==> src/hdl/dmf_pkg.sv <==
// Shared constants, payload types and issue record for the diagonal majority filter.
package dmf_pkg;

  // Matrix and window limits
  localparam int MAX_COLS   = 1024;
  localparam int MAX_ROWS   = 1024;
  localparam int MAX_WINDOW = 16;
  localparam int RING_ROWS  = 2 * MAX_WINDOW + 1;

  // Field and internal widths
  localparam int PIX_W    = 8;
  localparam int WIN_W    = 5;
  localparam int SIZE_W   = 11;
  localparam int COL_W    = 10;
  localparam int ROW_W    = 10;
  localparam int SPAN_W   = $clog2(2 * MAX_WINDOW + 1);
  localparam int SLOT_W   = $clog2(RING_ROWS);
  localparam int ADDR_W   = SLOT_W + COL_W;
  localparam int RING_DEPTH = RING_ROWS * (2 ** COL_W);
  localparam int PREFIX_W = 18;

  // Result queue
  localparam int OUTQ_DEPTH = 4;
  localparam int OUTQ_AW    = $clog2(OUTQ_DEPTH);
  localparam int OUTQ_CW    = $clog2(OUTQ_DEPTH + 3);

  // Configuration register indexes (word address bits)
  localparam logic [1:0] REG_WINDOW  = 2'd0;
  localparam logic [1:0] REG_COLUMNS = 2'd1;
  localparam logic [1:0] REG_ROWS    = 2'd2;

  typedef struct packed {
    logic [PIX_W-1:0] pixel_value;
    logic             frame_start;
  } pix_in_t;

  typedef struct packed {
    logic             decision;
    logic [ROW_W-1:0] out_row;
    logic [COL_W-1:0] out_col;
    logic             last;
  } result_t;

  // Per-transaction record from the sequencer to the datapath
  typedef struct packed {
    logic [ADDR_W-1:0] prev_addr;
    logic [ADDR_W-1:0] old_addr;
    logic [ADDR_W-1:0] wr_addr;
    logic              use_prev;
    logic              emit;
    logic              zero_span;
    logic              last;
    logic [ROW_W-1:0]  out_row;
    logic [COL_W-1:0]  out_col;
  } issue_t;

endpackage

==> src/hdl/dmf_outq.sv <==
// Small result queue that decouples the datapath from the output handshake.
module dmf_outq (
  input  logic                         clk,
  input  logic                         rst_n,
  input  logic                         push,
  input  dmf_pkg::result_t             push_data,
  input  logic                         out_ready,
  output logic                         out_valid,
  output dmf_pkg::result_t             out_data,
  output logic [dmf_pkg::OUTQ_CW-1:0]  level
);

  dmf_pkg::result_t            q_r [dmf_pkg::OUTQ_DEPTH];
  logic [dmf_pkg::OUTQ_AW-1:0] wp_r, wp_nxt, rp_r, rp_nxt;
  logic [dmf_pkg::OUTQ_CW-1:0] cnt_r, cnt_nxt;
  logic                        pop;

  assign out_valid = (cnt_r != '0);
  assign out_data  = q_r[rp_r];
  assign pop       = out_valid && out_ready;
  assign level     = cnt_r;

  // Pointer and occupancy update
  always_comb begin
    wp_nxt  = push ? wp_r + 1'b1 : wp_r;
    rp_nxt  = pop ? rp_r + 1'b1 : rp_r;
    cnt_nxt = cnt_r + dmf_pkg::OUTQ_CW'(push) - dmf_pkg::OUTQ_CW'(pop);
  end

  always_ff @(posedge clk) begin
    if (!rst_n) begin
      wp_r  <= '0;
      rp_r  <= '0;
      cnt_r <= '0;
    end else begin
      wp_r  <= wp_nxt;
      rp_r  <= rp_nxt;
      cnt_r <= cnt_nxt;
    end
  end

  // Entry storage
  always_ff @(posedge clk) begin
    if (push) begin
      q_r[wp_r] <= push_data;
    end
  end

endmodule

==> config.mk <==
export PLATFORM = sky130hd
export DESIGN_NAME = dmf_outq
export DESIGN_NICKNAME = d
export VERILOG_FILES = /design/src/hdl/dmf_pkg.sv /design/src/hdl/dmf_outq.sv
export SDC_FILE = /design/constraint.sdc
export NUM_CORES = 1
export LEC_CHECK = 0
export BUFFER_PORTS_ARGS = -buffer_cell sky130_fd_sc_hd__buf_2
export CORE_ASPECT_RATIO = 0.7
export CORE_MARGIN = 2
export CORE_UTILIZATION = 50
export CTS_CLUSTER_DIAMETER = 60
export DETAILED_ROUTE_END_ITERATION = 8
export HOLD_SLACK_MARGIN = 0.05
export PLACE_DENSITY_LB_ADDON = 0.3
export SLEW_MARGIN = 25
export SYNTH_ARGS = -nofsm -noshare
export SYNTH_HDL_FRONTEND = slang
export SYNTH_SLANG_ARGS = --single-unit
==> constraint.sdc <==
create_clock -name clk -period 2.1 [get_ports clk]
set_input_delay 0.42 -clock clk [delete_from_list [all_inputs] [get_ports clk]]
set_output_delay 0.42 -clock clk [all_outputs]
set_load 0.005 [all_outputs]
==> results by stage <==
CTS:
- The clock network latency to the later pin of the worst-skew pair is 0.34 ns.
- TritonCTS created 9 clock buffers.
- The quantity of hold-fixing buffers added after cts is 0.
- The largest buffer count on any clock path is 2.
- The number of clock sinks seen by CTS is 97.
- The H-tree depth is 3.
- Clock tree synthesis selected as its root buffer the cell sky130_fd_sc_hd__clkbuf_8.
- Clock-pin slew was measured on the worst setup and hold paths at about 0.090 ns.
- TritonCTS built the clock tree.

Power:
- The analysis attributes to cell leakage a power of 0.001521 uW.
- The total power of the final layout is 4596 uW.
- The power density relative to cell area is approximately 1100 mW/mm^2.
- VDD sags by at most approximately 0.00055 V.

Placement:
- The total of buffers placed on input and output ports is 51.
- The half-perimeter wire length after placement is 3520 um.
- Summing all placed instances gives a cell area of 0.004046 mm^2.
- Routability-driven placement finished with a final weighted congestion of 0.7068.
- At the placement stage, the worst setup path has a slack of ~0.063 ns.

Finish:
- The area growth from synthesis to layout is 18.22%.
- The post-route netlist has between 40 and 50% of its cells at a drive strength greater than 1.
- For this run, the post-layout net count is 257.
- The count of antenna diodes in the layout is 0.
- After routing the design area is roughly 0.0043 mm^2.
- The count of filler cells inserted in the layout is 540.

Synthesis:
- Counting flops and latches in the post-synthesis netlist gives 97.
- The Yosys step of the flow raised 0 warnings.
- The share of synthesized cell area in and, or, nand and nor gates is 2.264%.
- Of the total synthesized cell area, the portion taken by full adders, half adders and majority gates is approximately 2.6%.
- Of all cell types, the one taking the most synthesized area is sky130_fd_sc_hd__edfxtp_1.
- After synthesis the cells add up to 0.003647 mm^2.
- After synthesis, the largest family of logic cells by area is multiplexers.
- Counting every instance in the synthesized netlist gives roughly 160.
- Synthesis instantiated 19 different standard cells from the library.
- Of the synthesized area, sequential elements account for ~77%.
- The mux cell area share after synthesis is 14.89%.
- The post-synthesis compound-gate area fraction is 0.4803%.
- Of the total synthesized cell area, the portion taken by XOR and XNOR cells is 0.8576%.
- The average footprint of a synthesized cell is 23.08 um^2.
- In this run the biggest area consumer among cell types represents 72.45% of the synthesized area.
- The net count after synthesis is 191.
- By area the synthesized netlist is led by sky130_fd_sc_hd__edfxtp_1 (72%), sky130_fd_sc_hd__mux4_2 (12%), sky130_fd_sc_hd__dfxtp_1 (4.9%).

Setup path:
- The signal on the critical path passes through buf_12, mux4_1, buf_2.
- Data arrives at the worst endpoint at about 1.6 ns.
- Data on the critical path is required at its endpoint by 1.68 ns.
- The flop-to-flop setup slack is 0.11 ns.
- The capture point of the worst reg-to-reg path is level[2]$_SDFF_PN0_.
- Counting cells, the worst reg-to-reg path comes to 7.
- STA classifies the critical path endpoint as a primary output.
- Counting both buffers and inverters, the worst setup path holds a total of 2.
- The largest fanout on the critical path is 12.
- The critical path is of the reg -> out type.
- On the worst path, the slowest cell contributes a delay of between 0.5 and 0.6 ns.
- Among cell families on the critical path, the largest total delay comes from multiplexers.
- On the critical path, the stage with the largest delay is an instance of sky130_fd_sc_hd__mux4_1.
- The worst register-to-register path begins at level[2]$_SDFF_PN0_.
- The worst setup path is launched from a flip-flop.

Global route:
- The via count of the first global-routing pass was ~1,700.
- The total routing resource utilization after global routing is between 15 and 20%.
- The largest net degree at the start of global routing is 23.
- The first global-routing pass estimated 9018 um of wire.
- The total congestion overflow after global routing is 0.
- The number of antenna violations at the first check in global routing came to 0.

Min path:
- The tightest min-delay check is of the in -> reg type.
- The end of the worst hold path is q_r[3][17]$_DFFE_PP_.
- The startpoint of the worst hold path is push_data[17].
- Along the worst hold path, the cell count comes to 1.

Die:
- The area of the die is approximately 0.0080 mm^2.
- In this run the horizontal extent of the chip is 106.1 um.
- After floorplanning, the core was divided into 26 placement rows.
- The placeable core region is 0.007189 mm^2.
- The effective utilization at floorplan is around half.
- The die is approximately 75 um tall.
- between 50 and 60 I/O pins were placed.

Timing:
- The clock period minus worst slack is 2.001 ns.
- The number of setup violations in the final report is 0.
- The minimum setup slack in the final design is 0.09939 ns.
- For the final database, setup skew stands at ~0.005 ns.
- The hold violation count in the final report was 0.
- Dividing the final minimum period by the clock period gives 95.27%.
- In this run the tightest slew margin relative to its limit is 71.48%.
- The maximum clock rate is roughly 0.50 GHz.
- The number of slew-limit violations in the final report is 0.
- The slew of the pin with the lowest slew margin is 0.4224 ns.
- The setup TNS after final layout is 0 ns.

Routing:
- Wires add up to ~5700 um.
- The first routing iteration left 42 violations.
- The wire length per cell is 17.43 um.
- The first-pass iteration count of the detailed router is 4.
- The vias after detailed routing is roughly 1,700.
- The post-detailed-route DRC marker count is 0.
- In this run the remaining antenna-violating nets after routing total 0.
- In the routed layout, each cell is associated on average with a via count of approximately 5.1.

Job:
- The tool flagged a number of max-cap violations equal to 0.

Run status:
- The flow ran to the end, and the final reports show no timing, DRC or antenna violations.
-- through the flow --
stage	instances	hold slack, ns	util (%)
2_1_floorplan	158	0.4489	-
3_3_place_gp	310	0.4709	56.28
3_5_place_dp	310	0.4754	56.28
4_1_cts	326	0.2598	59.69
5_1_grt	327	0.2541	59.97
6_report	327	0.2820	59.97
-- power by group --
| part | leakage, uW | switching, uW | internal [uW] | total, uW |
|---|---|---|---|---|
| Clock | 0.000114 | 606 | 791 | 1400 |
| Sequential | 0.000883 | 64.6 | 2240 | 2300 |
| Combinational | 0.000525 | 382 | 515 | 897 |
-- final cells by class --
| class | instances | area (um^2) | area share [%] |
|---|---|---|---|
| well taps | 98 | 122.6 | 2.844 |
| repair buffers | 59 | 331.6 | 7.690 |
| inverters | 6 | 22.52 | 0.5223 |
| clock inverters | 7 | 117.6 | 2.728 |
| flip-flops and latches | 97 | 2824 | 65.50 |
| multi-input cells | 51 | 769.5 | 17.85 |
| clock buffers | 9 | 123.9 | 2.873 |
-- state kept, by name, indices dropped and copies added (netlist names), named ones only --
name	flops
level	3
q_r	88
rp_r	2
wp_r	2
-- timing repair --
item / CTS / global route
pin swaps: 0 / 1
setup endpoints to repair: 2 / 8
buffers inserted: 0 / 1
gates resized for setup: 1 / 3
-- cell usage after synthesis, drive strengths merged --
library cell / n
and2: 8
buf: 4
dfxtp: 9
edfxtp: 88
fa: 1
ha: 6
inv: 6
mux2i: 4
mux4: 22
nand2: 2
nand2b: 2
nor2b: 1
o311ai: 1
o31a: 1
or3: 1
xnor3: 1
xor2: 1
-- metal layers --
| layer | vias to the layer above | GRT usage (%) | wire length [um] |
|---|---|---|---|
| li1 | 773 | - | - |
| met1 | 862 | 20.45 | 2551 |
| met2 | 43 | 26.67 | 2782 |
| met3 | 4 | 6.758 | 334 |
| met4 | 0 | 3.509 | 30 |
| met5 | - | 0 | 0 |
-- placed cells by master, fill, tap and decap left out --
cell	n
sky130_fd_sc_hd__o31a_1	1
sky130_fd_sc_hd__nor2b_1	1
sky130_fd_sc_hd__clkinvlp_4	2
sky130_fd_sc_hd__clkbuf_8	9
sky130_fd_sc_hd__mux2i_1	4
sky130_fd_sc_hd__inv_6	1
sky130_fd_sc_hd__bufinv_16	3
sky130_fd_sc_hd__o311ai_0	1
sky130_fd_sc_hd__nand2b_1	2
sky130_fd_sc_hd__dfxtp_2	1
sky130_fd_sc_hd__buf_4	6
sky130_fd_sc_hd__nand2_1	2
sky130_fd_sc_hd__xor2_1	1
sky130_fd_sc_hd__buf_12	1
sky130_fd_sc_hd__inv_1	6
sky130_fd_sc_hd__xnor3_1	1
sky130_fd_sc_hd__or3_1	1
sky130_fd_sc_hd__dfxtp_1	8
sky130_fd_sc_hd__buf_6	1
sky130_fd_sc_hd__edfxtp_1	88
sky130_fd_sc_hd__buf_2	51
sky130_fd_sc_hd__and2_1	8
sky130_fd_sc_hd__mux4_2	20
sky130_fd_sc_hd__mux4_1	2
sky130_fd_sc_hd__clkinv_1	1
sky130_fd_sc_hd__fa_1	1
sky130_fd_sc_hd__ha_1	6
-- cells by family (layout without fill, tap and decap cells) --
group | count (synthesis) | after routing
flops | 97 | 97
mux | 26 | 26
simple gates | 14 | 14
buf+inv | 10 | 81
fa+ha+maj | 7 | 7
compound gates | 2 | 2
xor+xnor | 2 | 2
-- how the worst max path moves through the flow --
stage / startpoint / endpoint / slack [ns] / cells past startpoint
floorplan: level[1]$_SDFF_PN0_ / level[2]$_SDFF_PN0_ / 0.15 / 7
global placement: level[1]$_SDFF_PN0_ / level[2]$_SDFF_PN0_ / 0.12 / 7
detailed placement: level[1]$_SDFF_PN0_ / level[2]$_SDFF_PN0_ / 0.06 / 7
CTS: flip-flop / out_data[4] / 0.04 / 3
global route: flip-flop / out_data[21] / -0.009 / 3
finish: flip-flop / out_data[21] / 0.1 / 3
-- worst reg2reg max path: stages (launching register included) --
cell,delay (ns)
sky130_fd_sc_hd__dfxtp_1,0.36
sky130_fd_sc_hd__o31a_1,0.33
sky130_fd_sc_hd__ha_1,0.28
sky130_fd_sc_hd__inv_1,0.04
sky130_fd_sc_hd__ha_1,0.18
sky130_fd_sc_hd__fa_1,0.37
sky130_fd_sc_hd__xnor3_1,0.17
sky130_fd_sc_hd__and2_1,0.15
No activity file was read; power rests on OpenSTA's default activity.
