<file path="src/hdl/dmf_pkg.sv">
// Shared constants, payload types and issue record for the diagonal majority filter.
package dmf_pkg;

  // Matrix and window limits
  localparam int MAX_COLS   = 1024;
  localparam int MAX_ROWS   = 1024;
  localparam int MAX_WINDOW = 16;
  localparam int RING_ROWS  = 2 * MAX_WINDOW + 1;

  // Field and internal widths
  localparam int PIX_W    = 8;
  localparam int WIN_W    = 5;
  localparam int SIZE_W   = 11;
  localparam int COL_W    = 10;
  localparam int ROW_W    = 10;
  localparam int SPAN_W   = $clog2(2 * MAX_WINDOW + 1);
  localparam int SLOT_W   = $clog2(RING_ROWS);
  localparam int ADDR_W   = SLOT_W + COL_W;
  localparam int RING_DEPTH = RING_ROWS * (2 ** COL_W);
  localparam int PREFIX_W = 18;

  // Result queue
  localparam int OUTQ_DEPTH = 4;
  localparam int OUTQ_AW    = $clog2(OUTQ_DEPTH);
  localparam int OUTQ_CW    = $clog2(OUTQ_DEPTH + 3);

  // Configuration register indexes (word address bits)
  localparam logic [1:0] REG_WINDOW  = 2'd0;
  localparam logic [1:0] REG_COLUMNS = 2'd1;
  localparam logic [1:0] REG_ROWS    = 2'd2;

  typedef struct packed {
    logic [PIX_W-1:0] pixel_value;
    logic             frame_start;
  } pix_in_t;

  typedef struct packed {
    logic             decision;
    logic [ROW_W-1:0] out_row;
    logic [COL_W-1:0] out_col;
    logic             last;
  } result_t;

  // Per-transaction record from the sequencer to the datapath
  typedef struct packed {
    logic [ADDR_W-1:0] prev_addr;
    logic [ADDR_W-1:0] old_addr;
    logic [ADDR_W-1:0] wr_addr;
    logic              use_prev;
    logic              emit;
    logic              zero_span;
    logic              last;
    logic [ROW_W-1:0]  out_row;
    logic [COL_W-1:0]  out_col;
  } issue_t;

endpackage

</file>
<file path="src/hdl/dmf_seq.sv">
// Raster position counters, ring slot tracking and ring address generation.
module dmf_seq (
  input  logic                        clk,
  input  logic                        rst_n,
  input  logic                        accept,
  input  logic                        frame_start,
  input  logic [dmf_pkg::WIN_W-1:0]   win_eff,
  input  logic [dmf_pkg::SIZE_W-1:0]  ncol,
  input  logic [dmf_pkg::SIZE_W-1:0]  nrow,
  output dmf_pkg::issue_t             iss
);

  logic [dmf_pkg::ROW_W-1:0]  row_r, row_nxt;
  logic [dmf_pkg::COL_W-1:0]  col_r, col_nxt;
  logic [dmf_pkg::SLOT_W-1:0] head_r, head_nxt;

  logic [dmf_pkg::ROW_W-1:0]  r;
  logic [dmf_pkg::COL_W-1:0]  c;
  logic [dmf_pkg::SLOT_W-1:0] head;
  logic [dmf_pkg::SPAN_W-1:0] span;
  logic [dmf_pkg::SIZE_W-1:0] span_x, r_x, c_x;
  logic [dmf_pkg::SLOT_W-1:0] prev_slot, old_slot, span_s;

  // Current position; a frame start restarts the matrix at this element
  always_comb begin
    r    = frame_start ? '0 : row_r;
    c    = frame_start ? '0 : col_r;
    head = frame_start ? '0 : head_r;
    span   = {win_eff, 1'b0};
    span_s = dmf_pkg::SLOT_W'(span);
    span_x = dmf_pkg::SIZE_W'(span);
    r_x    = dmf_pkg::SIZE_W'(r);
    c_x    = dmf_pkg::SIZE_W'(c);
  end

  // Ring slots of the previous row and of the row one span back
  always_comb begin
    prev_slot = (head == '0) ? dmf_pkg::SLOT_W'(dmf_pkg::RING_ROWS - 1) : head - 1'b1;
    if (head >= span_s) begin
      old_slot = head - span_s;
    end else begin
      old_slot = head + dmf_pkg::SLOT_W'(dmf_pkg::RING_ROWS) - span_s;
    end
  end

  // Issue record for the datapath
  always_comb begin
    iss.prev_addr = {prev_slot, c - 1'b1};
    iss.old_addr  = {old_slot, c - dmf_pkg::COL_W'(span)};
    iss.wr_addr   = {head, c};
    iss.use_prev  = (r != '0) && (c != '0);
    iss.emit      = (r_x >= span_x) && (c_x >= span_x) && (r_x < nrow) && (c_x < ncol) &&
                    (span_x < nrow) && (span_x < ncol);
    iss.zero_span = (span == '0);
    iss.last      = (r_x == nrow - 1'b1) && (c_x == ncol - 1'b1);
    iss.out_row   = r - dmf_pkg::ROW_W'(span);
    iss.out_col   = c - dmf_pkg::COL_W'(span);
  end

  // Advance in raster order, wrapping at the end of a row and of the matrix
  always_comb begin
    row_nxt  = r;
    col_nxt  = c + 1'b1;
    head_nxt = head;
    if (c_x + 1'b1 >= ncol) begin
      col_nxt = '0;
      if (r_x + 1'b1 >= nrow) begin
        row_nxt  = '0;
        head_nxt = '0;
      end else begin
        row_nxt  = r + 1'b1;
        head_nxt = (head == dmf_pkg::SLOT_W'(dmf_pkg::RING_ROWS - 1)) ? '0 : head + 1'b1;
      end
    end
  end

  always_ff @(posedge clk) begin
    if (!rst_n) begin
      row_r  <= '0;
      col_r  <= '0;
      head_r <= '0;
    end else if (accept) begin
      row_r  <= row_nxt;
      col_r  <= col_nxt;
      head_r <= head_nxt;
    end
  end

endmodule

</file>
<file path="config.mk">
export PLATFORM = sky130hd
export DESIGN_NAME = dmf_seq
export DESIGN_NICKNAME = d
export VERILOG_FILES = /design/src/hdl/dmf_pkg.sv /design/src/hdl/dmf_seq.sv
export SDC_FILE = /design/constraint.sdc
export NUM_CORES = 1
export LEC_CHECK = 0
export BUFFER_PORTS_ARGS = -buffer_cell sky130_fd_sc_hd__buf_4
export CORE_MARGIN = 4
export CORE_UTILIZATION = 30
export DETAILED_ROUTE_END_ITERATION = 8
export MAX_ROUTING_LAYER = met4
export PLACE_DENSITY_LB_ADDON = 0.3
export SLEW_MARGIN = 20
export SYNTH_ARGS = -nofsm -noshare
export SYNTH_HDL_FRONTEND = slang
export SYNTH_SLANG_ARGS = --single-unit
</file>
<file path="constraint.sdc">
create_clock -name clk -period 3.5 [get_ports clk]
set_clock_uncertainty 0.2 [all_clocks]
set_input_delay 0.35 -clock clk [delete_from_list [all_inputs] [get_ports clk]]
set_output_delay 0.35 -clock clk [all_outputs]
set_load 0.05 [all_outputs]
</file>
==> reports/results.tsv, run 1 <==
stage	metric	value	unit
synthesis	largest area contributor in the netlist	ha_1	
synthesis	asr flop ratio synth	0	%
floorplanning	total core area	15430	um^2
routing	Starting DRT DRC Count	270	
placement	Place WS	-138.4	ps
routing	Antenna Nets Post-Route	0	
worst_setup_path	crit path kind	reg -> out	
worst_setup_path	worst reg2reg startpoint	row_r[0]$_SDFFE_PN0P_	
sta	final setup fails	0	
synthesis	synthesized instance count	655	
routing	drt drc	0	
worst_setup_path	Worst Setup SP	col_r[2]$_SDFFE_PN0P_	
clock_network	CTS Sinks	26	
worst_setup_path	CP Cell Sequence	nor2b_4, buf_4, ha_1, a21oi_1, maj3_1, maj3_1, o21ai_2, nor4_1, nor4_4, buf_4	
routing	DR WL/cell	16.37	um
routing	routed vias/inst	4.975	
synthesis	Post-synth EDFFs	0	
sta	final worst setup slack	128.4	ps
worst_setup_path	CP Capture Type	output port	
grt	GRT Total Usage	18.15	%
sta	period utilization	96.33	%
synthesis	yosys warns	0	
grt	antenna violations before repair	0	
clock_network	Hold Buf Count CTS	0	
floorplanning	die span in y	134.3	um
sta	minimum clock period	3372	ps
run	Max Cap Violations	0	
synthesis	register bit total from synthesis	26	
sta	Hold Fails Final Rpt	0	
worst_setup_path	crit-path max FO	6	
synthesis	Syn Std Cell Area	4787	um^2
clock_network	TritonCTS clock tree	built	
placement	Placer Congestion	0.9132	
min_path	hold crit path type	in -> reg	
finish	ANT cells	0	
grt	global-route wire length before repair	25900	um
placement	placed inst area	6218	um^2
min_path	hold depth	3	
power	Peak VDD IR	0.0001394	V
synthesis	top cell type's share of synthesized area	17.51	%
sta	Worst Max-Slew Pin Slew	546.5	ps
finish	fin area	6400	um^2
worst_setup_path	reg2reg path depth	15	
clock_network	Clock transition at path regs	70	ps
finish	Final #Nets	884	
routing	Routed WL	16190	um
floorplanning	Starting Density	31.03	%
clock_network	insertion delay to the later sink of the worst-skew pair	270	ps
worst_setup_path	Worst EP required	2950	ps
min_path	HP Start	rst_n	
sta	f_max	0.2966	GHz
routing	first-pass iteration count of the detailed router	4	
clock_network	clock buffer depth	2	
worst_setup_path	Setup crit start kind	register	
outcome	status	finished, final reports clean	
clock_network	clk root buf	clkbuf_16	
sta	Final Max Tran Viols	0	
placement	Port Buffers	102	
synthesis	syn avg cell area	7.309	um^2
finish	share of cells above drive strength 1	27.63	%
clock_network	TritonCTS Buffers	3	
floorplanning	Die Wd	134.3	um
synthesis	Netlist cell types	58	
placement	DP HPWL	13510	um
sta	worst rel slew slack	62.62	%
synthesis	sequential fraction of the synthesis area	10.87	%
grt	GR Overflow Total	0	
worst_setup_path	crit path DAT	2820	ps
finish	Layout area overhead	33.69	%
synthesis	Main synth FF type	dfxtp_1	
grt	largest net degree at the start of global routing	29	
clock_network	H-tree Lvls	1	
finish	commonest non-fill, non-tap cells in the layout	153 x buf_4, 66 x ha_1, 56 x nor2_1	
power	Pleak	0.002896	uW
floorplanning	Die ar.	18040	um^2
finish	commonest non-fill, non-tap cell in the layout	buf_4	
power	power density over the cells	171.6	nW/um^2
floorplanning	Placement Rows	45	
grt	vias in the first global route	4874	
synthesis	top post-synthesis cells by area	ha_1 18%, dfxtp_1 11%, xnor2_1 11%, nor2_1 4.5%, inv_1 4.4%	
worst_setup_path	max incr delay on CP	410	ps
synthesis	Mapped Nets	760	
floorplanning	num ports	103	
routing	total number of vias	4920	
worst_setup_path	Max stage delay cell, worst path	maj3_1	
-- worst max-delay path, delay by kind of cell (launching register included) --
family                   cells  cell delay [ps]
flip-flops                   1              360
buffers and inverters        2              390
adder cells (fa/ha/maj)      3             1090
AO/OA/AOI/OAI                2              250
AND/OR/NAND/NOR              3              470
-- cell type report --
type,instances,area (um^2)
tap,211,264.0
sequential,26,524.3
fill,1614,9027
multi-input combinational,528,4050
timing repair buffer,160,1236
clock buffer,4,88.84
inverter,60,236.5
-- what timing repair did --
| action | in CTS | in global routing |
|---|---|---|
| pin swaps | 0 | 5 |
| gates resized for setup | 3 | 21 |
| setup endpoints to repair | 10 | 24 |
| setup buffers | 0 | 1 |
| hold endpoints to repair | 0 | 0 |
-- sequential cells by signal, indices dropped and copies added, names as in the netlist --
register	count
row_r	10
head_r	6
col_r	10
-- cell families after synthesis --
family,count (synthesis),share of synthesized area [%]
adders and majority gates,83,22.32
DFF,26,10.87
buffers and inverters,101,9.018
AOI/OAI and AO/OA,125,17.12
muxes,3,0.6534
xor gates and xnor gates,81,14.82
and+or+nand+nor,236,25.20
-- layer usage --
| metal | share of wire [%] | track usage (%) | vias to the layer above |
|---|---|---|---|
| met4 | 0.55 | 1.867 | 0 |
| met5 | 0 | - | - |
| met1 | 48 | 25.74 | 2252 |
| met3 | 6.9 | 2.588 | 9 |
| met2 | 45 | 28.46 | 163 |
| li1 | - | - | 2496 |
-- per-stage QoR --
step                      hold WS, ps  setup TNS [ps]  utilization [%]  total power (uW)  std cells
after floorplan                 271.2           -1000                -             646.7        655
after global placement          301.8          -936.7            40.31             806.7        984
after detailed placement        309.6           -1293            40.31             808.4        984
after CTS                       227.5               0            40.96              1106        988
after global routing            244.7         -0.8975            41.48              1155        989
final                           224.0               0            41.48              1098        989
-- report_power, final --
group          internal [uW]  switching (uW)  total (uW)
clock                    176             117         292
sequential               297            2.37         300
combinational            180             326         506
total                    653             445        1100
-- synthesized netlist by cell type, drive strengths merged, types with 3 or more instances --
library cell / n
ha: 67
xnor2: 59
inv: 58
nor2: 57
nand2: 48
a21oi: 35
nand3: 35
dfxtp: 26
o21ai: 23
xor2: 22
clkbuf: 21
nor2b: 21
buf: 20
nand2b: 17
nor3: 14
nor4: 12
a22o: 11
nand4: 11
a21boi: 9
maj3: 9
a21o: 7
a31oi: 7
fa: 7
a211oi: 5
and3: 5
o21a: 4
and2: 3
nor4b: 3
o22ai: 3
or2: 3
or3: 3
-- final timing paths --
check / to / slack [ps]
worst min-delay path: row_r[9]$_SDFFE_PN0P_ / 220
worst min register to register: col_r[1]$_SDFFE_PN0P_ / 320
worst max-delay path: iss[22] / 130
worst max register to register: head_r[0]$_SDFFE_PN0P_ / 230
Power figures use the tool's default switching activity.
==> run 2, diff against run 1 <==
Settings changed: SETUP_SLACK_MARGIN set to 0.5.
==> run 2 against run 1 <==
Net effect:
- flip-flop and latch count did not move
- register-to-register slack improved by 170 ps
- cell count rose by 4.1%
- via count rose by 8.3%
- core utilization rose by 8.4 points
- worst hold slack got worse by 34 ps
- sequential share of layout area fell by 1.0 points
- sequential power fell by 1%
- first-iteration DRC count rose by 6.7%
- worst setup slack improved by 150 ps
- non-clock buffer count rose by 39
==> reports/results.tsv, run 2 (synthesized netlist as in run 1, its figures left out) <==
stage	metric	value	unit	change
routing	Antenna Nets Post-Route	0		unchanged
routing	Starting DRT DRC Count	288		+6.7%
finish	Final #Nets	925		+4.6%
finish	biggest regs	col_r: 10 flops, row_r: 10 flops, head_r: 6 flops		
placement	Placer Congestion	0.9013		-1.3%
worst_setup_path	CP Cell Sequence	buf_6, inv_4, ha_4, or3b_4, or3_4, o41ai_4, nand4_1, nor4_2, nand3_1, nor4_4, buf_6		
worst_setup_path	Setup crit start kind	primary input		
routing	first-pass iteration count of the detailed router	4		unchanged
grt	vias in the first global route	5270		+8.1%
grt	GR Overflow Total	0		unchanged
grt	GRT Total Usage	19.85	%	+1.7 points
sta	RSZ-0062 raised after global routing	yes		
clock_network	TritonCTS Buffers	3		unchanged
routing	DR WL/cell	17.51	um	+7.0%
grt	antenna violations before repair	0		unchanged
floorplanning	total core area	15430	um^2	unchanged
min_path	hold crit path type	in -> reg		
finish	ANT cells	0		unchanged
power	Tot Pwr	1245	uW	+13%
outcome	status	finished, final reports clean		
worst_setup_path	Most Frequent Cell on Critical Path	buf_6		
sta	Final Max Tran Viols	0		unchanged
floorplanning	Starting Density	31.03	%	unchanged
placement	DP HPWL	13730	um	+1.6%
finish	commonest non-fill, non-tap cells in the layout	150 x buf_4, 55 x ha_1, 54 x nor2_1		
clock_network	insertion delay to the later sink of the worst-skew pair	270	ps	about the same
run	Max Cap Violations	0		unchanged
floorplanning	Die ar.	18040	um^2	unchanged
worst_setup_path	Worst EP required	2950	ps	about the same
finish	share of cells above drive strength 1	45.91	%	+18 points
floorplanning	die span in y	134.3	um	unchanged
worst_setup_path	Max stage delay cell, worst path	or3b_4		
clock_network	TritonCTS clock tree	built		
routing	routed vias/inst	5.175		+4.0%
routing	total number of vias	5330		+8.3%
clock_network	clk root buf	clkbuf_16		
sta	worst rel slew slack	57.39	%	-5.2 points
worst_setup_path	crit path kind	in -> out		
sta	f_max	0.3099	GHz	+4.5%
floorplanning	Placement Rows	45		unchanged
clock_network	Clock transition at path regs	80	ps	about the same
worst_setup_path	CP Capture Type	output port		
floorplanning	Die Wd	134.3	um	unchanged
worst_setup_path	FF-to-FF setup slack	400	ps	+170 ps
power	power density over the cells	161.9	nW/um^2	-5.7%
grt	largest net degree at the start of global routing	30		+3.4%
finish	commonest non-fill, non-tap cell in the layout	buf_4		
finish	Layout area overhead	60.61	%	
clock_network	H-tree Lvls	1		unchanged
clock_network	clock buffer depth	2		unchanged
worst_setup_path	crit path DAT	2680	ps	-140 ps
routing	Routed WL	18040	um	+11%
power	Pleak	0.003291	uW	+14%
grt	global-route wire length before repair	28270	um	+9.1%
placement	Port Buffers	102		unchanged
clock_network	CTS Sinks	26		unchanged
worst_setup_path	max incr delay on CP	390	ps	-20 ps
routing	drt drc	0		unchanged
worst_setup_path	crit-path max FO	5		-1
sta	period utilization	92.19	%	-4.1 points
power	Peak VDD IR	0.0002130	V	+53%
sta	minimum clock period	3227	ps	-145.0 ps
sta	Hold Fails Final Rpt	0		unchanged
sta	Worst Max-Slew Pin Slew	637.6	ps	+91.07 ps
sta	final setup fails	0		unchanged
floorplanning	num ports	103		unchanged
sta	TNS Setup	0	ps	unchanged
==> run 2: cell types whose count changed in the layout (fill, tap and decap cells not counted), sizes merged <==
cell,change
and3,+1
clkbuf,-1
buf,+39
clkinvlp,+3
bufinv,+1
clkinv,-1
and2,+1
inv,-2
==> run 2: worst paths after layout <==
path,startpoint,to,cells after the start
worst max register to register,col_r[2]$_SDFFE_PN0P_,head_r[0]$_SDFFE_PN0P_,15
worst min register to register,col_r[8]$_SDFFE_PN0P_,col_r[8]$_SDFFE_PN0P_,2
worst max-delay path,ncol[1],iss[20],11
worst min-delay path,frame_start,head_r[4]$_SDFFE_PN0P_,3
==> run 2: timing repair <==
item	CTS	global route
setup endpoints to repair	39	49
pin swaps	47	32
gates cloned	2	0
hold buffers	0	0
hold endpoints to repair	0	0
buffers inserted	35	11
gates resized for setup	113	86
==> run 2: critical path, delay by kind of cell <==
kind                       cells  cell delay, ps
AOI/OAI and AO/OA              1             260
adders and majority gates      1             130
buffers and inverters          3             370
and+or+nand+nor                6            1580
==> run 2: stage by stage <==
stage	hold slack (ps)	cells	cell area, um^2	util (%)	setup WS [ps]
floorplan	275.9	655	5314	-	52.74
global placement	301.6	978	6437	41.73	-104.7
detailed placement	314.4	978	6437	41.73	-84.99
CTS	223.1	1019	7286	47.23	103.6
global route	201.6	1030	7689	49.84	107.9
finish	189.6	1030	7689	49.84	273.4
==> run 2: final cells by class <==
class	count	area, um^2
fillers	1482	7739
well taps	211	264.0
clock inverters	1	30.03
clock buffers	3	75.07
flip-flops and latches	26	549.3
multi-input cells	530	4803
inverters	60	267.8
repair buffers	199	1699
==> run 2: power breakdown <==
group | total (uW) | leakage (uW) | internal (uW) | switching [uW]
clock | 356 | 0.0000511 | 228 | 127
combinational | 593 | 0.00302 | 229 | 363
sequential | 296 | 0.000218 | 294 | 2.08
total | 1240 | 0.00329 | 752 | 493
==> run 2: per-layer routing <==
| metal | vias to the layer above | GRT usage [%] | part of all wire, % |
|---|---|---|---|
| li1 | 2587 | - | - |
| met1 | 2534 | 27.37 | 46 |
| met2 | 198 | 32.40 | 46 |
| met3 | 11 | 2.701 | 6.9 |
| met4 | 0 | 1.640 | 0.82 |
| met5 | - | - | 0 |
